`src/rtl/core/pds_pkg.sv`:
```
// package for the phong diffuse/specular shader: field widths, queue word layout,
// register index codes and the configuration struct
// no dependencies
package pds_pkg;

  localparam int COLOR_FRAC_DEF = 15;
  localparam int VEC_FRAC_DEF   = 14;

  localparam int FIELD_W = 16;
  localparam int IN_W    = 12 * FIELD_W;
  localparam int OUT_W   = 3 * FIELD_W;

  // queue word, low to high: dln (33-V bits), x (V+1 bits), has_spec, black, surface rgb
  localparam int Q_HS    = 34;
  localparam int Q_BLK   = 35;
  localparam int Q_SURF  = 36;
  localparam int QUEUE_W = Q_SURF + 3 * FIELD_W;
  localparam int QUEUE_DEPTH = 4;

  localparam int CFG_IDX_W = 3;

  typedef enum logic [CFG_IDX_W-1:0] {
    REG_LIGHT_RED,
    REG_LIGHT_GREEN,
    REG_LIGHT_BLUE,
    REG_LIGHT_INTENSITY,
    REG_DIFFUSE_RATIO,
    REG_SPECULAR_RATIO,
    REG_SHININESS
  } cfg_reg_t;

  typedef struct packed {
    logic [15:0] light_red;
    logic [15:0] light_green;
    logic [15:0] light_blue;
    logic [15:0] light_intensity;
    logic [15:0] diffuse_ratio;
    logic [15:0] specular_ratio;
    logic [7:0]  shininess;
  } shade_cfg_t;

  localparam logic [15:0] RST_LIGHT     = 16'd32768;
  localparam logic [15:0] RST_RATIO     = 16'd29491;
  localparam logic [7:0]  RST_SHININESS = 8'd200;

endpackage

```
`src/rtl/core/pds_fifo.sv`:
```
// short register queue between the front and back pipelines
// depends on pds_pkg
module pds_fifo #(
  parameter int W     = pds_pkg::QUEUE_W,
  parameter int DEPTH = pds_pkg::QUEUE_DEPTH
) (
  input  logic         clk,
  input  logic         rst_n,
  input  logic         push,
  input  logic [W-1:0] wdata,
  input  logic         pop,
  output logic [W-1:0] rdata,
  output logic         full,
  output logic         empty
);
  import pds_pkg::*;

  localparam int AW = (DEPTH > 1) ? $clog2(DEPTH) : 1;

  logic [W-1:0]  mem_r [DEPTH];
  logic [AW-1:0] wr_ptr_r, rd_ptr_r;
  logic [AW:0]   cnt_r;
  logic          do_push, do_pop;

  assign full    = cnt_r == (AW + 1)'(DEPTH);
  assign empty   = cnt_r == '0;
  assign do_push = push && !full;
  assign do_pop  = pop && !empty;
  assign rdata   = mem_r[rd_ptr_r];

  always_ff @(posedge clk) begin
    if (!rst_n) begin
      wr_ptr_r <= '0;
      rd_ptr_r <= '0;
      cnt_r    <= '0;
    end else begin
      if (do_push) begin
        wr_ptr_r <= (wr_ptr_r == AW'(DEPTH - 1)) ? '0 : wr_ptr_r + 1'b1;
      end
      if (do_pop) begin
        rd_ptr_r <= (rd_ptr_r == AW'(DEPTH - 1)) ? '0 : rd_ptr_r + 1'b1;
      end
      cnt_r <= cnt_r + (AW + 1)'(do_push) - (AW + 1)'(do_pop);
    end
  end

  always_ff @(posedge clk) begin
    if (do_push) begin
      mem_r[wr_ptr_r] <= wdata;
    end
  end

endmodule

```
`config.mk`:
```
export PLATFORM = sky130hd
export DESIGN_NAME = pds_fifo
export DESIGN_NICKNAME = d
export VERILOG_FILES = /design/src/rtl/core/pds_pkg.sv /design/src/rtl/core/pds_fifo.sv
export SDC_FILE = /design/constraint.sdc
export NUM_CORES = 1
export LEC_CHECK = 0
export ABC_AREA = 1
export BUFFER_PORTS_ARGS = -buffer_cell sky130_fd_sc_hd__buf_2
export CORE_MARGIN = 4
export CORE_UTILIZATION = 57
export DETAILED_ROUTE_END_ITERATION = 6
export GPL_TIMING_DRIVEN = 0
export PLACE_DENSITY_LB_ADDON = 0.08
export SYNTH_ARGS = -nofsm -noshare
export SYNTH_HDL_FRONTEND = slang
export SYNTH_SLANG_ARGS = --single-unit
```
`constraint.sdc`:
```
create_clock -name clk -period 6.7 [get_ports clk]
set_input_delay 0.67 -clock clk [delete_from_list [all_inputs] [get_ports clk]]
set_output_delay 0.67 -clock clk [all_outputs]
set_load 0.03 [all_outputs]
```
==> results.sh <==
export IMPL_hpwl_um=17790
export IMPL_ios=174
export IMPL_pwr_density_cell_mw_per_mm2=435.2
export IMPL_nFillCells=1518
export IMPL_coreArea_mm2=0.02203
export IMPL_synth_warnings=0
export IMPL_gp_congestion=0.7329
export IMPL_vias_per_cell=5.613
export IMPL_clk_transition_reported_paths_ps=60
export IMPL_antenna_found_initial=5
export IMPL_die_y_um=158.5
export IMPL_synth_most_common_cell="edfxtp_1"
export IMPL_leakagePower_nw=5.544
export IMPL_grt_pass1_vias=7780
export IMPL_r2r_start="cnt_r[1]"
export IMPL_drt_pass1_iter_count=4
export IMPL_start_util=0.5861
export IMPL_tightest_slew_ps=791.5
export IMPL_die_area_mm2=0.02512
export IMPL_syn_cell_area_mm2=0.01291
export IMPL_grt_max_degree=31
export IMPL_grt_use_met1=0.2968
export IMPL_fmax_ghz=0.3282
export IMPL_finalCritPeriodShare=0.4548
export IMPL_globalRouteOverflowTotal=0
export IMPL_layout_nets=1197
export IMPL_grt_util_all_layers=0.2202
export IMPL_vias=7897
export IMPL_reg2reg_to="mem_r[1][51]"
export IMPL_drive_gt1_frac=0.2347
export IMPL_ff2ff_setup_slack_ps=4370
export IMPL_synth_main_ff_cell="edfxtp_1"
export IMPL_synth_common_cells="edfxtp_1, nor2_1, o21ai_0"
export IMPL_syn_inst=878
export IMPL_status="finished, final reports clean"
export IMPL_skew_ps=9.957
export IMPL_hold_buffers=0
export IMPL_slew_headroom=0.4711
export IMPL_cts_made_buffers=36
export IMPL_yosysTopAreaCell="edfxtp_1"
export IMPL_busiest_layer="met2"
export IMPL_finalSetupViolCount=0
export IMPL_cp_end_kind="output pin"
export IMPL_post_cts_buffers=0
export IMPL_slew_violations=0
export IMPL_io_buffers=173
export IMPL_die_w_um=158.5
export IMPL_cts_sinks=345
export IMPL_drtIter0Drc=635
export IMPL_worstPathRequired_ps=6030
export IMPL_yosysSeqAreaShare=0.7956
export IMPL_cp_start_kind="flip-flop"
export IMPL_clock_path_buffers=3
export IMPL_cts_resized=0
export IMPL_timing_hold_ws_ps=383.7
export IMPL_totalWireLength_um=27880
export IMPL_arrival_ps=2380
export IMPL_synthDistinctLibCells=21
export IMPL_wl_per_cell_um=19.81
export IMPL_path_max_fanout=10
export IMPL_synth_top_area_frac=0.7816
export IMPL_avgSynthCellArea_um2=14.70
export IMPL_clk_latency_ps=500
export IMPL_min_delay_start="wdata[81]"
export IMPL_grt_pass1_wl_um=42040
export IMPL_setup_ws_ps=3653
export IMPL_hp_class="input pin to flip-flop"
export IMPL_holdPathEnd="mem_r[2][81]"
export IMPL_synth_edf_count=336
export IMPL_antenna_left=0
export IMPL_yosys_top_cells_area="edfxtp_1, nor2_1, o21ai_0, o22ai_1, o21ai_1"
export IMPL_ctsRootBufferMaster="clkbuf_16"
export IMPL_syn_num_nets=974
export IMPL_ir_drop_uv=290.2
export IMPL_use_met3=0.04458
export IMPL_htreeDepth=2
export IMPL_drc=0
export IMPL_ys_ff_latch=345
export IMPL_async_flop_share=0
export IMPL_post_route_min_period_ps=3047
export IMPL_critPathKind="flip-flop to output pin"
export IMPL_hold_path_cell_count=1
export IMPL_gr_usage_met2=0.3687
export IMPL_rsz0062_at_grt="no"
export IMPL_place_ws_ps=4098
export IMPL_area_delta_synth_final_pct=20.33
export IMPL_cts_tree="built"
export IMPL_reg2regPathDepth=6
export IMPL_max_cap_viol_count=0
export IMPL_fp_row_count=54
export IMPL_hold_viol=0
-- sequential cells by signal, summed over array words and instances, names as in the netlist, named ones only --
signal	cells
mem_r	336
cnt_r	3
rd_ptr_r	2
wr_ptr_r	2
-- kinds of logic after synthesis --
group                    synth area share
flip-flops                         0.7956
XOR/XNOR                        0.0006786
buffers and inverters             0.03034
AO/OA/AOI/OAI                      0.1066
AND/OR/NAND/NOR                   0.05845
adder cells (fa/ha/maj)          0.008336
-- worst max path at each step --
stage | endpoint | depth (start not counted)
3_5_place_dp | mem_r[1][42] | 5
4_1_cts | rdata[73] | 5
5_1_grt | rdata[21] | 6
6_report | rdata[81] | 5
3_3_place_gp | mem_r[0][42] | 3
2_1_floorplan | mem_r[0][0] | 2
-- critical path, cell delays in order (launching register included) --
cell	delay, ps
dfxtp_1	580
buf_6	230
clkbuf_1	480
nor2_1	110
o22ai_1	220
buf_2	250
-- placed cells by master, fill, tap and decap left out, drive strengths merged --
cell type,netlist,routed
xnor2,1,1
buf,26,211
nand3,1,1
bufinv,0,3
diode,0,2
fa,1,1
clkinv,0,11
nand3b,1,1
inv,17,17
dfxtp,9,9
nand2,13,13
or2,1,1
o21ai,168,168
nor2,183,183
edfxtp,336,336
ha,7,7
a21oi,2,2
o22ai,84,84
clkbuf,28,76
-- layer usage --
| layer | vias up | share of wire | wire (µm) |
|---|---|---|---|
| li1 | 3750 | - | - |
| met1 | 3844 | 0.42 | 11640 |
| met2 | 237 | 0.50 | 13820 |
| met3 | 58 | 0.064 | 1789 |
| met4 | 8 | 0.022 | 600 |
| met5 | - | 0.0010 | 29 |
-- power by group --
| part | total (mW) | leakage [nW] | switching (mW) | internal [mW] |
|---|---|---|---|---|
| clock | 1.87 | 0.543 | 0.744 | 1.13 |
| combinational | 2.19 | 1.85 | 1.57 | 0.613 |
| sequential | 2.70 | 3.15 | 0.0616 | 2.64 |
| total | 6.76 | 5.54 | 2.38 | 4.38 |
-- final cells by class --
type | instances | area (µm²) | share of cell area
clock inverter | 14 | 142.6 | 0.009183
tap | 280 | 350.3 | 0.02256
sequential | 345 | 10270 | 0.6612
antenna | 2 | 5.005 | 0.0003222
timing repair buffer | 185 | 1129 | 0.07266
multi-input combinational | 462 | 2277 | 0.1466
clock buffer | 48 | 967.2 | 0.06227
buffer | 54 | 325.3 | 0.02094
inverter | 17 | 66.31 | 0.004269
-- through the flow --
stage / area, µm² / TNS (ps) / util / power [mW] / cells
finish: 15530 / 0 / 0.7052 / 6.759 / 1407
floorplan: 12910 / 0 / - / 4.206 / 878
CTS: 15530 / 0 / 0.7050 / 6.820 / 1405
detailed placement: 14420 / 0 / 0.6546 / 4.950 / 1343
global route: 15530 / 0 / 0.7051 / 7.102 / 1406
global placement: 14120 / -321990 / 0.6413 / 4.924 / 1331
No activity file was read; power rests on OpenSTA's default activity.
